## src/design/dlpd_pkg.sv

```systemverilog
package dlpd_pkg;

    localparam int LENGTH_WIDTH_DEF = 32;
    localparam int MAX_DIGITS_DEF   = 10;
    localparam int QUEUE_DEPTH      = 2;

    localparam logic [31:0] MAX_SIZE_RESET = 32'd1048576;
    localparam logic [7:0]  SEPARATOR      = 8'h3A;
    localparam logic [7:0]  DIGIT_ZERO     = 8'h30;
    localparam logic [7:0]  DIGIT_NINE     = 8'h39;

    localparam logic [1:0] ERR_NONE      = 2'd0;
    localparam logic [1:0] ERR_SEPARATOR = 2'd1;
    localparam logic [1:0] ERR_TOO_LARGE = 2'd2;

    typedef struct packed {
        logic [1:0] error_code;
        logic       empty_message;
        logic       last_of_message;
        logic       first_of_message;
        logic [7:0] payload_byte;
    } t_result;

endpackage

```

## src/design/dlpd_front.sv

```systemverilog
module dlpd_front #(
    parameter int LENGTH_WIDTH = dlpd_pkg::LENGTH_WIDTH_DEF,
    parameter int MAX_DIGITS   = dlpd_pkg::MAX_DIGITS_DEF
) (
    input  logic              i_clk,
    input  logic              i_rst_n,
    input  logic              i_cfg_wr_en,
    input  logic [31:0]       i_cfg_wr_data,
    input  logic              i_valid,
    input  logic [7:0]        i_byte,
    input  logic              i_ready,
    output logic              o_push,
    output dlpd_pkg::t_result o_result
);

    localparam logic [1:0] PH_DIGITS  = 2'd0;
    localparam logic [1:0] PH_PAYLOAD = 2'd1;
    localparam logic [1:0] PH_HALTED  = 2'd2;

    localparam int DCW = $clog2(MAX_DIGITS + 1);
    localparam int WW  = LENGTH_WIDTH + 5;
    localparam int CW  = (WW > 33) ? WW : 33;

    logic [1:0]              r_phase, n_phase;
    logic [LENGTH_WIDTH-1:0] r_acc, n_acc;
    logic [DCW-1:0]          r_cnt, n_cnt;
    logic [LENGTH_WIDTH-1:0] r_rem, n_rem;
    logic                    r_first, n_first;
    logic [31:0]             r_max;

    logic          accept;
    logic          is_digit;
    logic [CW-1:0] len_w;
    logic [CW-1:0] need_w;
    logic          too_big;
    logic          rem_le1;

    assign accept   = i_valid && i_ready;
    assign is_digit = i_byte inside {[dlpd_pkg::DIGIT_ZERO:dlpd_pkg::DIGIT_NINE]};
    assign len_w    = (CW'(r_acc) << 3) + (CW'(r_acc) << 1) + CW'(i_byte[3:0]);
    assign need_w   = CW'(r_cnt) + CW'(2);
    assign too_big  = (r_cnt == DCW'(MAX_DIGITS))
                   || ((len_w >> LENGTH_WIDTH) != '0)
                   || ((len_w + need_w) > CW'(r_max));
    assign rem_le1  = (r_rem >> 1) == '0;

    always_comb begin
        n_phase  = r_phase;
        n_acc    = r_acc;
        n_cnt    = r_cnt;
        n_rem    = r_rem;
        n_first  = r_first;
        o_push   = 1'b0;
        o_result = '0;
        if (accept) begin
            case (r_phase)
                PH_PAYLOAD: begin
                    o_push                    = 1'b1;
                    o_result.payload_byte     = i_byte;
                    o_result.first_of_message = r_first;
                    o_result.last_of_message  = rem_le1;
                    n_first                   = 1'b0;
                    if (r_rem != '0) begin
                        n_rem = r_rem - 1'b1;
                    end
                    if (rem_le1) begin
                        n_phase = PH_DIGITS;
                        n_acc   = '0;
                        n_cnt   = '0;
                        n_rem   = '0;
                    end
                end
                PH_DIGITS: begin
                    if (is_digit) begin
                        if (too_big) begin
                            n_phase             = PH_HALTED;
                            o_push              = 1'b1;
                            o_result.error_code = dlpd_pkg::ERR_TOO_LARGE;
                        end else begin
                            n_acc = len_w[LENGTH_WIDTH-1:0];
                            n_cnt = r_cnt + 1'b1;
                        end
                    end else if (i_byte == dlpd_pkg::SEPARATOR && r_cnt != '0) begin
                        n_acc = '0;
                        n_cnt = '0;
                        if (r_acc == '0) begin
                            o_push                   = 1'b1;
                            o_result.last_of_message = 1'b1;
                            o_result.empty_message   = 1'b1;
                        end else begin
                            n_phase = PH_PAYLOAD;
                            n_rem   = r_acc;
                            n_first = 1'b1;
                        end
                    end else begin
                        n_phase             = PH_HALTED;
                        o_push              = 1'b1;
                        o_result.error_code = dlpd_pkg::ERR_SEPARATOR;
                    end
                end
                default: begin
                    // halted: drop every word
                end
            endcase
        end
    end

    always_ff @(posedge i_clk) begin
        if (!i_rst_n) begin
            r_phase <= PH_DIGITS;
            r_acc   <= '0;
            r_cnt   <= '0;
            r_rem   <= '0;
            r_first <= 1'b0;
            r_max   <= dlpd_pkg::MAX_SIZE_RESET;
        end else begin
            r_phase <= n_phase;
            r_acc   <= n_acc;
            r_cnt   <= n_cnt;
            r_rem   <= n_rem;
            r_first <= n_first;
            if (i_cfg_wr_en) begin
                r_max <= i_cfg_wr_data;
            end
        end
    end

`ifndef ASSERT_OFF
    a_push_on_accept: assert property (@(posedge i_clk) disable iff (!i_rst_n)
        o_push |-> accept)
        else $error("result pushed without an accepted word");
    a_payload_count: assert property (@(posedge i_clk) disable iff (!i_rst_n)
        r_phase == PH_PAYLOAD |-> r_rem != '0)
        else $error("payload phase with no bytes remaining");
    a_halt_sticky: assert property (@(posedge i_clk) disable iff (!i_rst_n)
        r_phase == PH_HALTED |=> r_phase == PH_HALTED && !o_push)
        else $error("left halted state before reset");
    a_digit_bound: assert property (@(posedge i_clk) disable iff (!i_rst_n)
        r_cnt <= DCW'(MAX_DIGITS))
        else $error("digit count beyond limit");
`endif

endmodule

```

## src/design/dlpd_queue.sv

```systemverilog
module dlpd_queue (
    input  logic              i_clk,
    input  logic              i_rst_n,
    input  logic              i_push,
    input  dlpd_pkg::t_result i_result,
    output logic              o_ready,
    output logic              o_valid,
    output dlpd_pkg::t_result o_result,
    input  logic              i_pop_ready
);

    localparam int PW = $clog2(dlpd_pkg::QUEUE_DEPTH);
    localparam int NW = $clog2(dlpd_pkg::QUEUE_DEPTH + 1);

    dlpd_pkg::t_result r_mem [dlpd_pkg::QUEUE_DEPTH];
    logic [PW-1:0] r_wr_ptr, r_rd_ptr;
    logic [NW-1:0] r_count;
    logic          pop;

    assign o_ready  = r_count != NW'(dlpd_pkg::QUEUE_DEPTH);
    assign o_valid  = r_count != '0;
    assign o_result = r_mem[r_rd_ptr];
    assign pop      = o_valid && i_pop_ready;

    always_ff @(posedge i_clk) begin
        if (i_push) begin
            r_mem[r_wr_ptr] <= i_result;
        end
    end

    always_ff @(posedge i_clk) begin
        if (!i_rst_n) begin
            r_wr_ptr <= '0;
            r_rd_ptr <= '0;
            r_count  <= '0;
        end else begin
            if (i_push) begin
                r_wr_ptr <= (r_wr_ptr == PW'(dlpd_pkg::QUEUE_DEPTH - 1)) ? '0 : r_wr_ptr + 1'b1;
            end
            if (pop) begin
                r_rd_ptr <= (r_rd_ptr == PW'(dlpd_pkg::QUEUE_DEPTH - 1)) ? '0 : r_rd_ptr + 1'b1;
            end
            if (i_push && !pop) begin
                r_count <= r_count + 1'b1;
            end else if (pop && !i_push) begin
                r_count <= r_count - 1'b1;
            end
        end
    end

endmodule

```

## src/design/decimal_length_prefix_deframer.sv

```systemverilog
// A result word enters the result queue when its byte is taken; the master side reads it from that queue.
// Throughput: one byte per cycle while the result queue has room; the digit step (length
// times ten plus digit, then the frame size compare) is the longest path and completes in that cycle.
// A two-word result queue separates the parser from the master side.
// Reset (synchronous, active low): parser back to the length digits, maximum
// frame size 1048576, result queue empty.
module decimal_length_prefix_deframer #(
    parameter int LENGTH_WIDTH = dlpd_pkg::LENGTH_WIDTH_DEF,
    parameter int MAX_DIGITS   = dlpd_pkg::MAX_DIGITS_DEF
) (
    input  logic        i_clk,
    input  logic        i_rst_n,
    input  logic        i_cfg_wr_en,
    input  logic [31:0] i_cfg_wr_data,
    input  logic        s_axis_tvalid,
    output logic        s_axis_tready,
    input  logic [7:0]  s_axis_tdata,   // [7:0] rx_byte
    output logic        m_axis_tvalid,
    input  logic        m_axis_tready,
    output logic [7:0]  m_axis_tdata,   // [7:0] payload_byte
    output logic        m_axis_tlast,   // last_of_message
    output logic [3:0]  m_axis_tuser    // [0] first_of_message, [1] empty_message,
                                        // [3:2] error_code
);

    logic              push;
    dlpd_pkg::t_result push_result;
    dlpd_pkg::t_result out_result;

    dlpd_front #(
        .LENGTH_WIDTH (LENGTH_WIDTH),
        .MAX_DIGITS   (MAX_DIGITS)
    ) u_front (
        .i_clk         (i_clk),
        .i_rst_n       (i_rst_n),
        .i_cfg_wr_en   (i_cfg_wr_en),
        .i_cfg_wr_data (i_cfg_wr_data),
        .i_valid       (s_axis_tvalid),
        .i_byte        (s_axis_tdata),
        .i_ready       (s_axis_tready),
        .o_push        (push),
        .o_result      (push_result)
    );

    dlpd_queue u_queue (
        .i_clk       (i_clk),
        .i_rst_n     (i_rst_n),
        .i_push      (push),
        .i_result    (push_result),
        .o_ready     (s_axis_tready),
        .o_valid     (m_axis_tvalid),
        .o_result    (out_result),
        .i_pop_ready (m_axis_tready)
    );

    assign m_axis_tdata = out_result.payload_byte;
    assign m_axis_tlast = out_result.last_of_message;
    assign m_axis_tuser = {out_result.error_code, out_result.empty_message,
                           out_result.first_of_message};

endmodule
```

## config.mk

```make
export PLATFORM = sky130hd
export DESIGN_NAME = decimal_length_prefix_deframer
export DESIGN_NICKNAME = d
export VERILOG_FILES = /design/src/design/dlpd_pkg.sv /design/src/design/dlpd_front.sv /design/src/design/dlpd_queue.sv /design/src/design/decimal_length_prefix_deframer.sv
export SDC_FILE = /design/constraint.sdc
export NUM_CORES = 1
export LEC_CHECK = 0
export BUFFER_PORTS_ARGS = -buffer_cell sky130_fd_sc_hd__buf_2
export CAP_MARGIN = 20
export CORE_AREA = 8 8 209 211
export DETAILED_ROUTE_END_ITERATION = 8
export DIE_AREA = 0 0 217 219
export PLACE_DENSITY = 0.42
export SYNTH_ARGS = -nofsm -noshare
export SYNTH_HDL_FRONTEND = slang
export SYNTH_SLANG_ARGS = --single-unit
```

## constraint.sdc

```tcl
create_clock -name i_clk -period 6.7 [get_ports i_clk]
set_input_delay 0.335 -clock i_clk [delete_from_list [all_inputs] [get_ports i_clk]]
set_output_delay 0.335 -clock i_clk [all_outputs]
set_load 0.02 [all_outputs]
```

# Yosys cells after proc, flatten, opt, wreduce, memory -nomap -nowiden
# Memories as Yosys holds them, arrays and structs flattened. A register that Yosys moved wholly into a read port is not among the register bits.
# Cells that the tools add are included.
[totals]
register_bits = 107
latch_bits = 0
ram_bits = 26
rom_bits = 0
in_bits = 45
out_inout_bits = 15
mem_count = 1
[memory_table]
columns = ["name", "words", "width", "read_ports", "rd_clocked_by_memory_dff", "write_ports", "line_no", "text"]
rows = [
  ["u_queue.r_mem", 2, 13, 1, 1, 1, "dlpd_queue.sv:15", "dlpd_pkg::t_result r_mem [dlpd_pkg::QUEUE_DEPTH];"],
]
[op_classes]
addsub = 10
multipliers = 0
div = 0
n_lt_le_gt_ge = 3
n_eq_ne = 13
shifts = 0
muxes = 50
n_bitwise = 0
reduce_logical = 23
[ops]
columns = ["operator", "count"]
rows = [
  ["$mux W32", 9],
  ["$pmux W32 S2", 2],
  ["$logic_not A32 Y1", 2],
  ["$add A37 B37 Y37", 1],
  ["$add A37 B4 Y37", 1],
  ["$gt A37 B32 Y1", 1],
  ["$reduce_bool A37 Y1", 1],
  ["$add A35 B33 Y36", 1],
  ["$reduce_bool A32 Y1", 1],
  ["$sub A32 B1 Y32 const B", 1],
  ["$mux W2", 12],
  ["$mux W4", 4],
  ["$mux W1", 15],
  ["$reduce_and A5 Y1", 3],
  ["$mux W13", 1],
  ["$mux W9", 1],
  ["$eq A8 B6 Y1 const B", 1],
  ["$ge A8 B6 Y1 const B", 1],
  ["$le A8 B6 Y1 const B", 1],
  ["$pmux W4 S2", 1],
  ["$logic_and A1 B1 Y1", 6],
  ["$ne A2 B2 Y1 const B", 3],
  ["$ne A3 B1 Y1 const B", 2],
  ["$ne A3 B3 Y1 const B", 2],
  ["other kinds (18)", 26],
]

# Logic depth before layout (Yosys ltp)
# Gate-level depths: netlist of the first run.
[depth]
word_depth = 13
depth_mapped = 32

# By module
# From an unflattened synthesis of the first run, not the netlist that was laid out.
[hier_totals]
hier_cells = 1240
area_unflattened_um2 = 10448.8
[modules_own_cells]
columns = ["mod", "n_inst", "cells_each", "area_each_um2", "seq_area_each_um2"]
rows = [
  ["dlpd_front", 1, 1178, 9296.4, 2062.0],
  ["dlpd_queue", 1, 62, 1152.4, 880.8],
]

# Worst setup path after synthesis of the first run
# OpenSTA, ideal clock, no wires.
[synth_timing]
path_type = "register -> register"
from = "register u_front.r_acc[0]"
to = "register u_queue.r_count[1]"
setup_ps = 70
t_arrival_ps = 6516
required_time_ps = 6630
path_slack_ps = 113
path_stages_with_launch = 29
cell_sequence = "dfxtp_1 ha_1 fa_1 a21o_2 a211oi_4 o21bai_1 xnor2_1 a2111oi_0 o21ai_0 a211oi_1 and4_1 nand4_2 or2_2 nor2b_1 xnor2_1 ha_1 a21o_1 a21oi_1 nand4_1 o32ai_1 nand2_1 o21ai_0 nand2_1 o22ai_1 o31a_2 a21oi_2 ha_1 or3_1 a21oi_1"
[synth_via]
elab_chain_len = 12
word_cells_on_any_way = 19
classes_between = "3 x add/sub; 1 x order compare; 7 x mux; 8 x reduce/logical"
[synth_lines]
columns = ["item", "line_no", "text"]
rows = [
  ["from (decl)", "dlpd_front.sv:25", "logic [LENGTH_WIDTH-1:0] r_acc, n_acc;"],
  ["from (signal assigned)", "dlpd_front.sv:118", "r_acc <= n_acc;"],
  ["$add A35 B33 Y36", "dlpd_front.sv:40", "assign len_w = (CW'(r_acc) << 3) + (CW'(r_acc) << 1) + CW'(i_byte[3:0]);"],
  ["$add A37 B4 Y37", "dlpd_front.sv:40", ""],
  ["$add A37 B37 Y37 / $reduce_bool A37 Y1 (equally long branches)", "dlpd_front.sv:44, dlpd_front.sv:43", ""],
  ["$gt A37 B32 Y1 / $logic_or A1 B1 Y1 (equally long branches)", "dlpd_front.sv:44, dlpd_front.sv:43", ""],
  ["$logic_or A1 B1 Y1", "dlpd_front.sv:44", "|| ((len_w + need_w) > CW'(r_max));"],
  ["$mux W1", "dlpd_front.sv:75", "if (too_big) begin"],
  ["$mux W1 *", "dlpd_front.sv:74", "if (is_digit) begin"],
  ["$pmux W1 S2 *", "dlpd_front.sv:56", "case (r_phase)"],
  ["$mux W1 *", "dlpd_front.sv:55", "if (accept) begin"],
  ["via push", "decimal_length_prefix_deframer.sv:26", "logic push;"],
  ["$logic_not A1 Y1", "dlpd_queue.sv:45", "end else if (pop && !i_push) begin"],
  ["$logic_and A1 B1 Y1", "dlpd_queue.sv:45", ""],
  ["$reduce_bool A2 Y1 (no source line)", "--", ""],
  ["to (signal assigned)", "dlpd_queue.sv:44", "r_count <= r_count + 1'b1;"],
  ["to (signal assigned)", "dlpd_queue.sv:46", "r_count <= r_count - 1'b1;"],
  ["to (decl)", "dlpd_queue.sv:17", "logic [NW-1:0] r_count;"],
]
# Mark *: on every way through the listed nets, which the timed path passes. The rest lies on a longest branch.
# A chain may end at the register's enable or synchronous reset.

# Worst setup path after layout of the first run
[layout_timing]
from = "register u_front.r_acc[2]"
to = "register u_queue.r_count[1]"
# The elaborated chain is that of the path after synthesis.

==> flow_metrics.tcl, run 1 <==
set metrics [dict create \
    run_status "finished, final reports clean" \
    design.portCount 60 \
    port_buffers 59 \
    first_pass_iters 5 \
    timing.critical_path.to_type "flop" \
    rrSetupSlack_ns 0.07 \
    drt_iter0_drc 664 \
    postSynth.asyncResetShare 0 \
    routed_wirelength_mm 41.2 \
    critical_path.slowest_cell "sky130_fd_sc_hd__or4_4" \
    clkSinkCount 134 \
    cts_inserted_buffers 17 \
    clockRootBuffer "sky130_fd_sc_hd__clkbuf_16" \
    worst_slew_margin_rel 0.322 \
    clock_power_share 0.426 \
    groute.usage.overall 0.169 \
    synth_top_cell_area_share 0.194 \
    placement_rows 74 \
    yosys_warnings 0 \
    total_leakage_power_nw 6.27 \
    critPathLaunchType "flop" \
    dpl-instance-area_sq_um 13500 \
    power.internal_mw 1.62 \
    grt_pass1_wl_mm 62.8 \
    clk-insertion-delay-late_ns 0.45 \
    comb_power_share 0.184 \
    syn-cell-area_sq_um 11200 \
    min_path_type "primary input to flop" \
    finalCritPeriodShare 0.989 \
    post_route_design_area_sq_um 14900 \
    worstMarginPinSlew_ns 1.02 \
    hold_ws_ns 0.118 \
    die-area_sq_um 47500 \
    grt_antenna_before_repair 0 \
    post_route_cells_drive_above_1_share 0.296 \
    rsz0062_at_grt "true" \
    ant_nets 0 \
    post-route-drc-count 0 \
    final_wtd_congestion 0.872 \
    antenna_cells 0 \
    fp.dieH_um 219 \
    grt_start_max_net_pins 70 \
    power_switching_share 0.299 \
    clk_path_buf_depth 2 \
    clock_skew_ns 0.0104 \
    grt_pass1_vias 10800 \
    cts.clk_slew.worst_paths_ns 0.07 \
    yosys_register_bits 134 \
    netlist_instances 1362 \
    layout.cells.non_filler 2178 \
    setup-violations-final 0 \
    holdBufCountCts 0 \
    final_nets 1757 \
    worst_setup_path_category "flop to flop" \
    vias 11100 \
    power_density_nw_per_um2 155 \
    timing.critical_path.buf_inv 2 \
    start_util 0.276 \
    peakVddDrop_v 0.000206 \
    syn2layout_area_growth_pct 33.9 \
    tritoncts "built" \
    top_reg_cell_synth "sky130_fd_sc_hd__dfxtp_1" \
    fin_util 0.370 \
    power.switching_mw 0.693 \
    worstPathArrival_ns 7.00 \
    critical-path-top-delay-family "compound AO/OA/AOI/OAI gates" \
    core_area_sq_um 40400 \
    critical-path-max-stage-delay_ns 0.51 \
    gr-total-overflow 0 \
    worstPathMaxFanout 3 \
    seq_power_share 0.391 \
    cap_viol_max_count 0 \
    count_of_endpoints_failing_hold_in_the_final_timing_report 0 \
    yosysTopAreaCell "sky130_fd_sc_hd__dfxtp_1" \
    timing.final.max_slew_violations 0 \
    layout_min_cycle_time_ns 6.63 \
    synth-seq-area-share 0.264 \
    viasPerCell 5.09 \
    htree_levels 4 \
    unique_masters_post_synth 107 \
    ys_top_cells_by_area "sky130_fd_sc_hd__dfxtp_1 (19%), sky130_fd_sc_hd__ha_1 (8.5%), sky130_fd_sc_hd__edfxtp_1 (7.0%)" \
    worst-endpoint-required_ns 7.07 \
    post_drt_wl_per_cell_um 18.9 \
    syn-num-nets 1486 \
    synth_enable_flop_cells 26 \
    floorplan_die_width_um 217 \
    dp_hpwl_mm 32.0 \
    maxClockFrequency_mhz 151 \
    syn_area_per_cell_sq_um 8.19 \
    placed_cells_incl_taps 2115 \
    fin_setup_tns_ns 0 \
]
## Yosys cell counts (26+ instances only)
cell                       count
sky130_fd_sc_hd__inv_1        45
sky130_fd_sc_hd__o21ai_0      57
sky130_fd_sc_hd__xnor2_1      57
sky130_fd_sc_hd__nor2_1      127
sky130_fd_sc_hd__xor2_1       28
sky130_fd_sc_hd__clkbuf_1     46
sky130_fd_sc_hd__ha_1         76
sky130_fd_sc_hd__mux2i_1      68
sky130_fd_sc_hd__dfxtp_1     108
sky130_fd_sc_hd__a21oi_1      82
sky130_fd_sc_hd__edfxtp_1     26
sky130_fd_sc_hd__nor3_1       56
sky130_fd_sc_hd__nand2_1     164
sky130_fd_sc_hd__nand3_1      33
## cells in the final DEF, fill, tap and decap left out, drive strengths merged, types with 5 or more instances in the layout
cell type,n
a211o,7
a211oi,21
a21o,17
a21oi,85
a221oi,10
a22oi,10
a2bb2oi,8
and2,6
and3,28
and4,7
buf,315
clkbuf,21
clkinv,5
dfxtp,108
edfxtp,26
ha,76
inv,50
mux2,14
mux2i,68
nand2,164
nand2b,16
nand3,33
nand4,25
nand4b,6
nor2,127
nor2b,14
nor3,62
nor4,22
nor4b,5
o211ai,10
o21a,12
o21ai,67
o31ai,7
or2,11
or3,12
xnor2,59
xor2,31
## layout make-up
class / instances / area, sq um
Fill cell: 4311 / 25400
Sequential cell: 134 / 2950
Multi-Input combinational cell: 1117 / 8190
Timing Repair Buffer: 317 / 2370
Clock inverter: 13 / 148
Inverter: 46 / 173
Tap cell: 532 / 666
Clock buffer: 19 / 443
## worst paths after layout
path,startpoint,end,cells after the start
min reg2reg,u_front.r_rem[20],u_front.r_rem[20],2
max reg2reg,u_front.r_acc[2],u_queue.r_count[1],30
min,i_cfg_wr_data[22],u_front.r_max[22],3
max,u_front.r_acc[2],u_queue.r_count[1],30
## power by group through the flow
stage	Clock (mW)	Combinational [mW]	Sequential, mW
after detailed placement	0	0.384	0.922
final	0.985	0.425	0.904
after floorplan	0	0.267	0.905
after global routing	1.04	0.463	0.909
after CTS	1.02	0.387	0.904
after global placement	0	0.383	0.920
## routing by layer
metal | share of wire | global-route usage | vias to the layer above
met1 | 0.48 | 0.230 | 5349
met3 | 0.036 | 0.0220 | 19
met5 | 0 | 0 | -
met4 | 0.0083 | 0.0352 | 0
li1 | - | - | 5534
met2 | 0.47 | 0.281 | 175
## through the flow
| stage | power [mW] | worst slack [ns] |
|---|---|---|
| floorplan | 1.17 | 0.113 |
| global placement | 1.30 | -0.283 |
| global route | 2.41 | -0.264 |
| CTS | 2.31 | 0.00104 |
| finish | 2.32 | 0.0737 |
| detailed placement | 1.31 | -0.345 |
## flip-flops by register name, indices dropped and copies added, names as in the netlist, named ones only
register          flops
u_queue.r_wr_ptr      1
u_queue.r_mem        26
u_front.r_first       1
u_front.r_max        32
u_front.r_cnt         4
u_front.r_phase       2
u_front.r_acc        32
u_front.r_rem        32
u_queue.r_rd_ptr      1
u_queue.r_count       2
## worst register-to-register path, delay by kind of cell, from the launching register on
| family | cells | cell delay, ns |
|---|---|---|
| fa+ha+maj | 4 | 0.99 |
| simple gates | 10 | 2.23 |
| flops | 1 | 0.34 |
| buf+inv | 2 | 0.30 |
| compound gates | 12 | 2.40 |
| xor+xnor | 2 | 0.28 |
## cell families after synthesis
group                    share of synthesized area
multiplexers                                0.0751
buffers and inverters                       0.0468
AO/OA/AOI/OAI                                0.195
flip-flops                                   0.264
XOR/XNOR                                    0.0750
AND/OR/NAND/NOR                              0.254
adder cells (fa/ha/maj)                     0.0906
## what timing repair did
item                       4_1_cts  5_1_grt
setup buffers                    6       23
gates resized for setup         41       63
pin swaps                       29       40
hold endpoints to repair         0        0
setup endpoints to repair       63       69
gates cloned                     1        3
(Power assumes the default switching activity.)
==> run 2: changes to the inputs <==
--- a/config.mk
+++ b/config.mk
@@ -5,7 +5,7 @@
 export SDC_FILE = /design/constraint.sdc
 export NUM_CORES = 1
 export LEC_CHECK = 0
-export BUFFER_PORTS_ARGS = -buffer_cell sky130_fd_sc_hd__buf_2
+export BUFFER_PORTS_ARGS = -buffer_cell sky130_fd_sc_hd__buf_4
 export CAP_MARGIN = 20
 export CORE_AREA = 8 8 209 211
 export DETAILED_ROUTE_END_ITERATION = 8
==> run 2 against run 1 <==
  * First-iteration DRC count fell by 11%
  * Sequential cell count unchanged
  * Sequential share of layout area rose by 0.34 points
  * Clock-buffer cell count unchanged
  * Clock power is 3.1% lower
  * Non-clock buffer count decreased by 32
  * Worst setup slack improved by 0.14 ns
  * Cell count shrank 1.5%
  * Die area unchanged
  * Wire length shrank 3.0%
  * Critical endpoint unchanged
  * Largest power group unchanged
  * Highest routed layer unchanged
==> flow_metrics.tcl, run 2 (same netlist as run 1, synthesis figures left out) <==
set metrics [dict create \
    layout.cells.non_filler 2146 \
    run_status "finished, final reports clean" \
    groute.usage.overall 0.167 \
    placement_rows 74 \
    critical_path.slowest_cell "sky130_fd_sc_hd__or3b_4" \
    min_delay_worst_endpoint "u_front.r_max[21]" \
    peakVddDrop_v 0.000160 \
    grt_pass1_wl_mm 62.4 \
    htree_levels 4 \
    grt_pass1_vias 10800 \
    final_wtd_congestion 0.836 \
    clk-insertion-delay-late_ns 0.45 \
    worst-endpoint-required_ns 7.06 \
    power_density_nw_per_um2 153 \
    ant_nets 0 \
    syn2layout_area_growth_pct 32.3 \
    viasPerCell 5.07 \
    final.fill_count 4299 \
    timing.final.ws_setup_ns 0.212 \
    critical_path.reg2reg.startpoint "u_front.r_acc[2]" \
    grt_start_max_net_pins 70 \
    multi_input_comb_area_sq_um 8190 \
    cts.clk_slew.worst_paths_ns 0.08 \
    clkSinkCount 134 \
    floorplan_die_width_um 217 \
    clockRootBuffer "sky130_fd_sc_hd__clkbuf_16" \
    worstPathArrival_ns 6.85 \
    hold-path-cell-count 3 \
    fp.dieH_um 219 \
    count_of_endpoints_failing_hold_in_the_final_timing_report 0 \
    critical-path-max-stage-delay_ns 0.46 \
    mostFrequentLayoutCells "sky130_fd_sc_hd__buf_4 (275), sky130_fd_sc_hd__nand2_1 (160), sky130_fd_sc_hd__nor2_1 (119)" \
    worstMarginPinSlew_ns 0.884 \
    layout_min_cycle_time_ns 6.49 \
    timing.critical_path.to_type "flop" \
    setup-violations-final 0 \
    worstPathMaxFanout 5 \
    critPathLaunchType "flop" \
    pre_cts_slack_ns -0.315 \
    antenna_cells 0 \
    post_route_cells_drive_above_1_share 0.291 \
    rrSetupSlack_ns 0.21 \
    layout.area.seq_sq_um 2960 \
    worst_slew_margin_rel 0.409 \
    cap_viol_max_count 0 \
    rsz0062_at_grt "true" \
    placed_cells_incl_taps 2091 \
    design.portCount 60 \
    min_path_type "primary input to flop" \
    fin_setup_tns_ns 0 \
    finalCritPeriodShare 0.968 \
    maxClockFrequency_mhz 154 \
    timing.final.max_slew_violations 0 \
    dp_hpwl_mm 31.3 \
    total_power_after_layout_mw 2.26 \
    total_leakage_power_nw 6.15 \
    cts_inserted_buffers 17 \
    drt_iter0_drc 593 \
    post_drt_wl_per_cell_um 18.7 \
    biggestRegsByFlops "u_front.r_acc (32), u_front.r_max (32), u_front.r_rem (32)" \
    first_pass_iters 5 \
    r2r_end "u_queue.r_count[1]" \
    routed_wirelength_mm 40.0 \
    grt_antenna_before_repair 0 \
    post-route-drc-count 0 \
    port_buffers 59 \
    vias 10900 \
    worstHoldStart "i_cfg_wr_data[21]" \
    worstRegToRegCells 31 \
    final_common_cell "sky130_fd_sc_hd__buf_4" \
    clk_path_buf_depth 2 \
    die-area_sq_um 47500 \
    final_nets 1725 \
    start_util 0.276 \
    clock_skew_ns 0.0236 \
    worst_setup_path_category "flop to flop" \
    tritoncts "built" \
    holdBufCountCts 0 \
    gr-total-overflow 0 \
    core_area_sq_um 40400 \
]
==> run 2: changes by cell type in the layout (fill, tap and decap cells not counted), sizes merged <==
cell / change
buf: -30
bufinv: -2
clkbuf: -2
inv: +2
clkinvlp: -1
clkinv: +1
==> run 2: where the power goes <==
| part | internal [mW] | total, mW | switching (mW) | leakage, nW |
|---|---|---|---|---|
| Clock | 0.507 | 0.954 | 0.447 | 0.277 |
| Sequential | 0.871 | 0.902 | 0.0312 | 1.13 |
| Combinational | 0.182 | 0.405 | 0.224 | 4.74 |
| Total | 1.56 | 2.26 | 0.702 | 6.15 |
==> run 2: cell type report <==
type,count,share of cell area
Multi-Input combinational cell,1117,0.555
Tap cell,532,0.0451
Timing Repair Buffer,285,0.149
Clock inverter,13,0.00763
Clock buffer,19,0.0308
Sequential cell,134,0.201
Inverter,46,0.0117
==> run 2: worst max-delay path by stage <==
stage,to,cells after the start,slack [ns],start
after CTS,u_queue.r_count[1],31,0.0001,u_front.r_acc[2]
after detailed placement,u_queue.r_count[1],31,-0.32,u_front.r_acc[0]
after global routing,u_queue.r_count[1],33,-0.07,u_front.r_acc[2]
after global placement,u_queue.r_count[1],29,-0.22,u_front.r_acc[0]
final,u_queue.r_count[1],31,0.21,u_front.r_acc[2]
after floorplan,u_queue.r_count[1],28,0.11,u_front.r_acc[0]
==> run 2: per-layer routing <==
metal,global-route usage,part of all wire,up-vias
li1,-,-,5461
met5,0,0,-
met1,0.227,0.48,5253
met2,0.278,0.48,144
met4,0.0343,0.0078,0
met3,0.0227,0.026,19
==> run 2: metrics by stage <==
step / utilization / hold slack [ns] / area (sq um)
final: 0.366 / 0.125 / 14800
after global routing: 0.366 / 0.120 / 14800
after CTS: 0.354 / 0.110 / 14300
after detailed placement: 0.335 / 0.470 / 13500
after global placement: 0.335 / 0.460 / 13500
after floorplan: - / 0.449 / 11200
==> run 2: repair_timing <==
action                                  in CTS  in global routing
resized for setup                           38                 74
endpoints found under the setup margin      63                 69
gates cloned                                 0                  1
pin swaps                                   19                 50
setup buffers                                3                 19
==> run 2: worst max-delay path, delay by kind of cell (launching register included) <==
family	cells	cell delay, ns
xor gates and xnor gates	3	0.56
DFF	1	0.34
adders and majority gates	4	1.10
and+or+nand+nor	9	2.05
buffers and inverters	3	0.50
AOI/OAI and AO/OA	12	1.85
==> run 3: changes to the inputs <==
--- a/config.mk
+++ b/config.mk
@@ -11,6 +11,7 @@
 export DETAILED_ROUTE_END_ITERATION = 8
 export DIE_AREA = 0 0 217 219
 export PLACE_DENSITY = 0.42
+export REMOVE_ABC_BUFFERS = 1
 export SYNTH_ARGS = -nofsm -noshare
 export SYNTH_HDL_FRONTEND = slang
 export SYNTH_SLANG_ARGS = --single-unit
==> run 3 against run 2 <==
  * The flow now finishes with violations (negative setup slack)
  * Critical endpoint unchanged
  * Register-to-register slack got worse by 0.27 ns
  * Critical path type unchanged
  * Via count rose by 1.2%
  * Clock skew fell by 0.013 ns
  * Largest cell class unchanged
==> flow_metrics.tcl, run 3 (same netlist as run 1, synthesis figures left out) <==
set metrics [dict create \
    ant_nets 0 \
    placed_cells_incl_taps 2130 \
    min_path_type "primary input to flop" \
    mostFrequentLayoutCells "sky130_fd_sc_hd__buf_4 (301), sky130_fd_sc_hd__nand2_1 (161), sky130_fd_sc_hd__nor2_1 (123)" \
    finalCritPeriodShare 1.01 \
    timing.final.max_slew_violations 0 \
    antenna_cells 0 \
    dp_hpwl_mm 28.6 \
    timing.critical_path.to_type "flop" \
    grt_antenna_before_repair 0 \
    cts.clk_slew.worst_paths_ns 0.07 \
    floorplan_die_width_um 217 \
    gr-total-overflow 0 \
    worstPathMaxFanout 6 \
    port_buffers 59 \
    biggestRegsByFlops "u_front.r_acc (32), u_front.r_max (32), u_front.r_rem (32)" \
    core_area_sq_um 40400 \
    rrSetupSlack_ns -0.06 \
    first_pass_iters 5 \
    pre_cts_slack_ns -0.340 \
    fp.dieH_um 219 \
    worst-endpoint-required_ns 7.07 \
    layout_min_cycle_time_ns 6.76 \
    vias 11000 \
    final_common_cell "sky130_fd_sc_hd__buf_4" \
    count_of_endpoints_failing_hold_in_the_final_timing_report 0 \
    grt_start_max_net_pins 71 \
    rsz0062_at_grt "true" \
    grt_pass1_wl_mm 58.6 \
    grt_pass1_vias 10800 \
    final_nets 1759 \
    htree_levels 4 \
    critPathLaunchType "flop" \
    cap_viol_max_count 0 \
    final_wtd_congestion 0.861 \
    layout.cells.non_filler 2180 \
    dpl-instance-area_sq_um 13800 \
    worst_slew_margin_rel 0.215 \
    start_util 0.276 \
    total_leakage_power_nw 6.46 \
    tritoncts "built" \
    cts_inserted_buffers 17 \
    viasPerCell 5.05 \
    clockRootBuffer "sky130_fd_sc_hd__clkbuf_16" \
    peakVddDrop_v 0.000149 \
    post_route_design_area_sq_um 15100 \
    holdBufCountCts 0 \
    run_status "finished with violations" \
    clk-insertion-delay-late_ns 0.45 \
    placement_rows 74 \
    clk_path_buf_depth 2 \
    setup-violations-final 1 \
    timing.final.ws_setup_ns -0.0596 \
    routed_wirelength_mm 37.7 \
    critical_path.slowest_cell "sky130_fd_sc_hd__or3b_4" \
    worst_setup_path_category "flop to flop" \
    worstMarginPinSlew_ns 1.17 \
    worstPathArrival_ns 7.13 \
    post_drt_wl_per_cell_um 17.3 \
    worstRegToRegCells 34 \
    maxClockFrequency_mhz 148 \
    die-area_sq_um 47500 \
    groute.usage.overall 0.154 \
    post-route-drc-count 0 \
    clkSinkCount 134 \
    power_density_nw_per_um2 155 \
    failing_checks "negative setup slack" \
    fin_util 0.374 \
    clock_skew_ns 0.0101 \
    design.portCount 60 \
    syn2layout_area_growth_pct 35.4 \
    critical-path-max-stage-delay_ns 0.51 \
    post_route_cells_drive_above_1_share 0.291 \
    drt_iter0_drc 644 \
    hold-path-cell-count 3 \
    layout.area.seq_sq_um 2950 \
    final.fill_count 4240 \
    multi_input_comb_area_sq_um 8160 \
]
==> run 3: cell count changes in the layout (fill, tap and decap cells not counted), sizes merged <==
cell,change
buf,+30
bufinv,+2
clkbuf,+2
inv,+2
clkinv,-1
clkinvlp,-1
==> run 3: final cells by class <==
class                   count  area share
flip-flops and latches    134       0.195
multi-input cells        1117       0.540
repair buffers            319       0.169
clock buffers              17      0.0282
inverters                  46      0.0114
clock inverters            15      0.0122
well taps                 532      0.0440
==> run 3: worst paths after layout <==
path | start | end
worst max-delay path | u_front.r_acc[2] | u_queue.r_count[1]
worst min-delay path | i_cfg_wr_data[12] | u_front.r_max[12]
worst max register to register | u_front.r_acc[2] | u_queue.r_count[1]
worst min register to register | u_front.r_rem[20] | u_front.r_rem[20]
==> run 3: repair_timing <==
item,CTS,global route
setup endpoints to repair,64,65
gates resized for setup,30,61
gates cloned,1,5
pin swaps,14,21
buffers inserted,1,11
==> run 3: worst max-delay path, delay by kind of cell (launching register included) <==
family | cells | cell delay, ns
and+or+nand+nor | 10 | 2.26
AOI/OAI and AO/OA | 12 | 1.87
adders and majority gates | 4 | 1.05
buffers and inverters | 4 | 0.66
xor gates and xnor gates | 4 | 0.48
DFF | 1 | 0.34
==> run 3: through the flow <==
| step | power (mW) | TNS, ns | hold slack [ns] |
|---|---|---|---|
| 2_1_floorplan | 1.15 | -28.27 | 0.434 |
| 3_3_place_gp | 1.32 | -0.138 | 0.461 |
| 3_5_place_dp | 1.32 | -7.27 | 0.468 |
| 4_1_cts | 2.33 | 0 | 0.0939 |
| 5_1_grt | 2.45 | -13.05 | 0.106 |
| 6_report | 2.34 | -0.0596 | 0.115 |
==> run 3: report_power, final <==
part / internal [mW] / switching [mW] / total [mW] / leakage [nW]
combinational: 0.212 / 0.234 / 0.446 / 5.03
sequential: 0.872 / 0.0321 / 0.904 / 1.13
clock: 0.564 / 0.427 / 0.992 / 0.299
total: 1.65 / 0.694 / 2.34 / 6.46
==> run 3: metal layers <==
layer | up-vias | GRT usage | share of wire
met5 | - | 0 | 0
met4 | 0 | 0.0534 | 0.027
met3 | 39 | 0.0268 | 0.032
met2 | 208 | 0.252 | 0.47
met1 | 5211 | 0.201 | 0.47
li1 | 5552 | - | -
